### src/design/plps_pkg.sv
// shared types, codes and constants of the priority lane packet scheduler
package plps_pkg;

  localparam int unsigned CRITICAL_DEPTH_DEF = 2048;
  localparam int unsigned REALTIME_DEPTH_DEF = 64;
  localparam int unsigned BULK_DEPTH_DEF     = 4096;
  localparam int unsigned HEADER_BYTES       = 12;

  localparam int unsigned HANDLE_W     = 16;
  localparam int unsigned LEN_W        = 17;
  localparam int unsigned PAYLOAD_W    = 16;
  localparam int unsigned ENTRY_W      = LEN_W + HANDLE_W;
  localparam int unsigned CRIT_LIMIT_W = 12;
  localparam int unsigned RT_LIMIT_W   = 7;
  localparam int unsigned CFG_IDX_W    = 1;
  localparam int unsigned CFG_DATA_W   = 12;

  localparam logic [CRIT_LIMIT_W-1:0] CRIT_LIMIT_RST = CRIT_LIMIT_W'(2000);
  localparam logic [RT_LIMIT_W-1:0]   RT_LIMIT_RST   = RT_LIMIT_W'(50);

  // command queue between front and back
  localparam int unsigned QDEPTH = 2;
  localparam int unsigned QPTR_W = $clog2(QDEPTH);
  localparam int unsigned QCNT_W = $clog2(QDEPTH + 1);

  localparam logic [CFG_IDX_W-1:0] CFG_CRIT_LIMIT = 1'b0;
  localparam logic [CFG_IDX_W-1:0] CFG_RT_LIMIT   = 1'b1;

  localparam logic CMD_ENQ = 1'b0;
  localparam logic CMD_SVC = 1'b1;

  localparam logic [1:0] LANE_CRIT = 2'd0;
  localparam logic [1:0] LANE_RT   = 2'd1;
  localparam logic [1:0] LANE_BULK = 2'd2;

  localparam logic [1:0] SEND_OK    = 2'd0;
  localparam logic [1:0] SEND_BLOCK = 2'd1;

  typedef enum logic [2:0] {
    ST_ENQUEUED = 3'd0,
    ST_IDLE     = 3'd1,
    ST_BLOCK    = 3'd2,
    ST_COMPLETE = 3'd3,
    ST_PARTIAL  = 3'd4,
    ST_ERROR    = 3'd5
  } status_t;

  typedef enum logic [2:0] {
    OP_ENQ_CRIT  = 3'd0,
    OP_ENQ_RT    = 3'd1,
    OP_ENQ_BULK  = 3'd2,
    OP_ENQ_BAD   = 3'd3,
    OP_SVC_OK    = 3'd4,
    OP_SVC_BLOCK = 3'd5,
    OP_SVC_ERR   = 3'd6
  } op_t;

  typedef struct packed {
    logic                 command;
    logic [1:0]           lane;
    logic [HANDLE_W-1:0]  packet_handle;
    logic [PAYLOAD_W-1:0] payload_len;
    logic [1:0]           send_status;
    logic [LEN_W-1:0]     sent_bytes;
  } in_item_t;

  typedef struct packed {
    status_t             status;
    logic [1:0]          lane_served;
    logic [HANDLE_W-1:0] head_handle;
    logic [LEN_W-1:0]    bytes_left;
    logic                dropped_oldest;
    logic                dropped_new;
    logic [HANDLE_W-1:0] dropped_handle;
  } out_item_t;

  // classified command; bytes is the full length for an enqueue, sent bytes otherwise
  typedef struct packed {
    op_t                 op;
    logic [HANDLE_W-1:0] handle;
    logic [LEN_W-1:0]    bytes;
  } q_item_t;

  typedef struct packed {
    logic push;
    logic pop;
    logic upd;
  } lane_op_t;

  typedef struct packed {
    logic nz;
    logic at_limit;
    logic full;
  } lane_stat_t;

endpackage

### src/design/plps_front.sv
// front end: takes commands, classifies them and queues them for the back end
module plps_front (
  input  logic                clk,
  input  logic                rst_n,
  input  logic                start,
  output logic                busy,
  input  plps_pkg::in_item_t  in_item,
  output logic                q_valid,
  output plps_pkg::q_item_t   q_item,
  input  logic                q_pop
);

  plps_pkg::q_item_t            cls;
  plps_pkg::q_item_t            q_mem_r [plps_pkg::QDEPTH];
  logic [plps_pkg::QPTR_W-1:0]  wr_ptr_r, rd_ptr_r;
  logic [plps_pkg::QCNT_W-1:0]  cnt_r, cnt_nxt;
  logic                         push;

  always_comb begin
    cls.handle = in_item.packet_handle;
    cls.bytes  = in_item.sent_bytes;
    cls.op     = plps_pkg::OP_ENQ_BAD;
    if (in_item.command == plps_pkg::CMD_ENQ) begin
      cls.bytes = plps_pkg::LEN_W'(in_item.payload_len)
                + plps_pkg::LEN_W'(plps_pkg::HEADER_BYTES);
      unique case (in_item.lane)
        plps_pkg::LANE_CRIT: cls.op = plps_pkg::OP_ENQ_CRIT;
        plps_pkg::LANE_RT:   cls.op = plps_pkg::OP_ENQ_RT;
        plps_pkg::LANE_BULK: cls.op = plps_pkg::OP_ENQ_BULK;
        default:             cls.op = plps_pkg::OP_ENQ_BAD;
      endcase
    end else begin
      unique case (in_item.send_status)
        plps_pkg::SEND_OK:    cls.op = plps_pkg::OP_SVC_OK;
        plps_pkg::SEND_BLOCK: cls.op = plps_pkg::OP_SVC_BLOCK;
        default:              cls.op = plps_pkg::OP_SVC_ERR;
      endcase
    end
  end

  assign busy    = (cnt_r == plps_pkg::QCNT_W'(plps_pkg::QDEPTH));
  assign push    = start && !busy;
  assign q_valid = (cnt_r != '0);
  assign q_item  = q_mem_r[rd_ptr_r];

  always_comb begin
    cnt_nxt = cnt_r;
    case ({push, q_pop})
      2'b10:   cnt_nxt = cnt_r + plps_pkg::QCNT_W'(1);
      2'b01:   cnt_nxt = cnt_r - plps_pkg::QCNT_W'(1);
      default: cnt_nxt = cnt_r;
    endcase
  end

  always_ff @(posedge clk) begin
    if (!rst_n) begin
      wr_ptr_r <= '0;
      rd_ptr_r <= '0;
      cnt_r    <= '0;
    end else begin
      cnt_r <= cnt_nxt;
      if (push) begin
        wr_ptr_r <= wr_ptr_r + plps_pkg::QPTR_W'(1);
      end
      if (q_pop) begin
        rd_ptr_r <= rd_ptr_r + plps_pkg::QPTR_W'(1);
      end
    end
  end

  always_ff @(posedge clk) begin
    if (push) begin
      q_mem_r[wr_ptr_r] <= cls;
    end
  end

endmodule

### config.mk
export PLATFORM = sky130hd
export DESIGN_NAME = plps_front
export DESIGN_NICKNAME = d
export VERILOG_FILES = /design/src/design/plps_pkg.sv /design/src/design/plps_front.sv
export SDC_FILE = /design/constraint.sdc
export NUM_CORES = 1
export LEC_CHECK = 0
export ABC_CLOCK_PERIOD_IN_PS = 2200
export BUFFER_PORTS_ARGS = -buffer_cell sky130_fd_sc_hd__clkbuf_2
export CORE_ASPECT_RATIO = 2
export CORE_MARGIN = 5
export CORE_UTILIZATION = 40
export CTS_CLUSTER_DIAMETER = 50
export CTS_CLUSTER_SIZE = 20
export DETAILED_ROUTE_END_ITERATION = 16
export PLACE_DENSITY_LB_ADDON = 0.1
export SETUP_SLACK_MARGIN = 0.1
export SLEW_MARGIN = 40
export SYNTH_ARGS = -nofsm -noshare
export SYNTH_HDL_FRONTEND = slang
export SYNTH_SLANG_ARGS = --single-unit
### constraint.sdc
create_clock -name clk -period 2.2 [get_ports clk]
set_input_delay 0.11 -clock clk [delete_from_list [all_inputs] [get_ports clk]]
set_output_delay 0.11 -clock clk [all_outputs]
set_load 0.02 [all_outputs]
==> results.txt <==
The run gives 0.677 as the post-synthesis sequential area ratio. The run gives 0 as the number of setup violations in the final report. STA puts the critical path data arrival time at 1630 ps. The repair_antennas step left the layout with diodes totalling 0. After detailed routing, the total wire length is 6.98 mm. The actual slew at the worst max-slew pin was 437 ps.

In the final design database the tool counted 402 nets. The floorplan has 47 rows. The synthesis-to-finish area growth was 32.2%; the final cycle utilization of the critical path was 0.790.

The run gives 2 as the largest buffer count on any clock path. In this run, the number of DRC markers left after iteration 0 of detailed routing was 107. Final critical path time including I/O delays and setup: 1740 ps. TritonCTS built the clock tree.

The core region area is 8230 um^2. The first-pass GRT wire length was 11.1 mm. The leakage dissipation came out at 1.72 nW. The height of the die came out at 139 um. The slowest stage of the critical path belongs to the cell sky130_fd_sc_hd__dfxtp_2. The number of fillers in the final layout was 745. Each instance of the synthesized netlist takes up on average 15.0 um^2. The min-delay analysis places its worst path in the category in -> reg.

The clock net in this run drives a total of 77 sinks. Launch instance of the worst min-delay path: rst_n. The nature of the critical path endpoint is a primary output. The number of antenna violations at the first check in global routing came out at 0. The die footprint is 10,400 um^2.

TritonCTS created 9 clock buffers. The run gives 282 as the post-synth net total. The most used flip-flop cell after synthesis is sky130_fd_sc_hd__edfxtp_1. The total of flip-flops plus latches after synthesis came out at 77.

The die span in x is 74.6 um, and the final clock skew is 4.07 ps. The endpoint of the most critical register-to-register path was q_mem_r[0][12]. The residual DRC count is 0. Routability-driven placement finished with a final weighted congestion of 0.795.

Setup repair after global routing left no endpoint under its margin. The fraction of layout cells with a size suffix above 1 is 0.467, and the post-synthesis async set-or-reset flop share is 0. After detailed routing, the average wire length per cell comes to 15.7 um. The via-per-instance ratio was 4.96. The tools report the cell at the root of the clock tree as sky130_fd_sc_hd__clkbuf_16. The run gives 0 as the number of failing hold endpoints at the final stage.

The total iterations of the first detailed-routing run is 4. The logs give 2,207 for the count of vias placed by the detailed router and 0 for the count of instances resized after the clock tree is built. The number of global-route vias before repair was 2,451; the maximum cell stage delay along the critical path was 550 ps. The synthesized design contains 72 enable-type register cells.

The synthesized netlist contains 36 unique library cells. The logs give 0 for the number of pins exceeding their max-slew limit in the final report and 0 for the sum of overflow across all layers after global routing. The run finished with clean final reports. The remaining number of nets flagged by the antenna check after routing was 0. The startpoint of the lowest-slack register-to-register path is cnt_r[0]. Counting instances, the worst hold path has a depth of 3. The maximum number of pins on one net before global-route repair was 37.

The register-to-register path setup slack was 610 ps; the insertion delay to the later sink of the worst-skew pair was 320 ps. The tools report the worst slew margin relative to its limit as 0.709. The total negative setup slack was 0 ps; the port buffer count was 95.

For this run, the number of Yosys warnings is 0. The critical setup path kind is reg -> out. The clock transition at the register clock pins on the worst setup and hold paths after CTS was 60 ps. For the total global routing track utilization, the log shows 0.141. The number of ports placed on the die boundary is 96, and the HPWL after detailed placement is 5.11 mm. For the worst setup path, the data required time is 2090 ps. The H-tree generated during clock tree synthesis spans 3 levels. The tool flagged a number of max-cap violations equal to 0. The starting utilization of the core area came out at 0.406. The worst-case IR drop observed on VDD is 0.000414 V. Synthesis produced 222 cells.

The mapped netlist covers 3340 um^2. The largest fanout on the critical path came out at 14. STA classifies the critical path startpoint as a register. The cell area power density was 865 nW/um^2.

The fmax is 575 MHz. Walking the worst path, the cells encountered are buf_4 > mux2_2 > clkbuf_2. The worst register-to-register path has a depth of 5. After layout, the design draws a total of 3.82 mW.

Setup slack closes at 461 ps. The tools report the post-placement setup slack as 508 ps.
layout make-up:
| class | instances | area [um^2] | share of cell area |
|---|---|---|---|
| clock inverter | 5 | 36.3 | 0.00822 |
| timing repair buffer | 116 | 711 | 0.161 |
| clock buffer | 11 | 233 | 0.0527 |
| sequential | 77 | 2260 | 0.513 |
| inverter | 10 | 37.5 | 0.00850 |
| tap | 98 | 123 | 0.0278 |
| multi-input combinational | 128 | 1010 | 0.229 |
critical path: cells and delay by family (launching register included):
family                 cells  cell delay (ps)
DFF                        1              550
buffers and inverters      2              400
muxes                      1              350
where the power goes:
group | internal [mW] | switching [mW]
clock | 0.765 | 0.543
sequential | 1.77 | 0.0442
combinational | 0.297 | 0.402
total | 2.83 | 0.989
worst max-delay path by stage:
stage / startpoint / depth (start not counted) / end / slack, ps
CTS: register / 3 / q_item[19] / 410
global route: register / 3 / q_item[24] / 370
finish: register / 3 / q_item[26] / 460
global placement: in_item[21] / 6 / q_mem_r[0][14] / 570
detailed placement: in_item[21] / 6 / q_mem_r[0][14] / 510
floorplan: cnt_r[0] / 4 / q_mem_r[0][0] / 130
metal layers:
layer	track usage	up-vias	routed length [um]
met5	0	-	0
met4	0.0610	0	144
met3	0.0339	10	328
met2	0.261	58	3980
met1	0.142	1039	2530
li1	-	1100	-
cells in the mapped netlist, types with 3 or more instances:
cell type,n,share of area
sky130_fd_sc_hd__o21ai_0,11,0.016
sky130_fd_sc_hd__inv_1,10,0.011
sky130_fd_sc_hd__nor2_1,8,0.0090
sky130_fd_sc_hd__xor2_1,4,0.010
sky130_fd_sc_hd__mux2_2,39,0.13
sky130_fd_sc_hd__nor2b_1,3,0.0056
sky130_fd_sc_hd__or2_2,4,0.0075
sky130_fd_sc_hd__xnor2_1,3,0.0079
sky130_fd_sc_hd__edfxtp_1,72,0.65
sky130_fd_sc_hd__dfxtp_1,5,0.030
sky130_fd_sc_hd__nand4_1,3,0.0056
sky130_fd_sc_hd__buf_2,3,0.0045
sky130_fd_sc_hd__clkbuf_1,4,0.0045
sky130_fd_sc_hd__or3_1,3,0.0056
sky130_fd_sc_hd__nand2_1,15,0.017
sky130_fd_sc_hd__o311ai_0,3,0.0079
layout by cell type (no fill, tap or decap), types with 8 or more instances in the layout:
cell	synthesis	routed
sky130_fd_sc_hd__clkbuf_16	0	9
sky130_fd_sc_hd__nand2_1	15	15
sky130_fd_sc_hd__o21ai_0	11	11
sky130_fd_sc_hd__clkbuf_2	0	95
sky130_fd_sc_hd__inv_1	10	10
sky130_fd_sc_hd__edfxtp_1	72	72
sky130_fd_sc_hd__dlygate4sd3_1	0	16
sky130_fd_sc_hd__nor2_1	8	8
sky130_fd_sc_hd__mux2_2	39	39
flip-flops by register name, summed over array words and instances (netlist names), named ones only:
name,flops
rd_ptr_r,1
wr_ptr_r,1
cnt_r,2
q_mem_r,72
cell families (layout without fill, tap and decap cells):
logic type	after synthesis	count (layout)	share of synthesized area
mux	39	39	0.132
fa+ha+maj	2	2	0.00749
compound gates	30	30	0.0656
xor+xnor	7	7	0.0184
flops	77	77	0.677
buf+inv	17	142	0.0202
simple gates	50	50	0.0794
through the flow:
step            util  instances  instance area (um^2)  hold slack [ps]
2_1_floorplan      -        222                  3340              209
3_3_place_gp   0.484        413                  3990              301
3_5_place_dp   0.484        413                  3990              303
4_1_cts        0.536        445                  4410             76.6
5_1_grt        0.536        445                  4410              107
6_report       0.536        445                  4410             90.3
what timing repair did:
item,4_1_cts,5_1_grt
endpoints found under the setup margin,0,0
hold buffers,16,0
buffers inserted,0,0
endpoints found under the hold margin,32,0
Power figures use the tool's default switching activity.
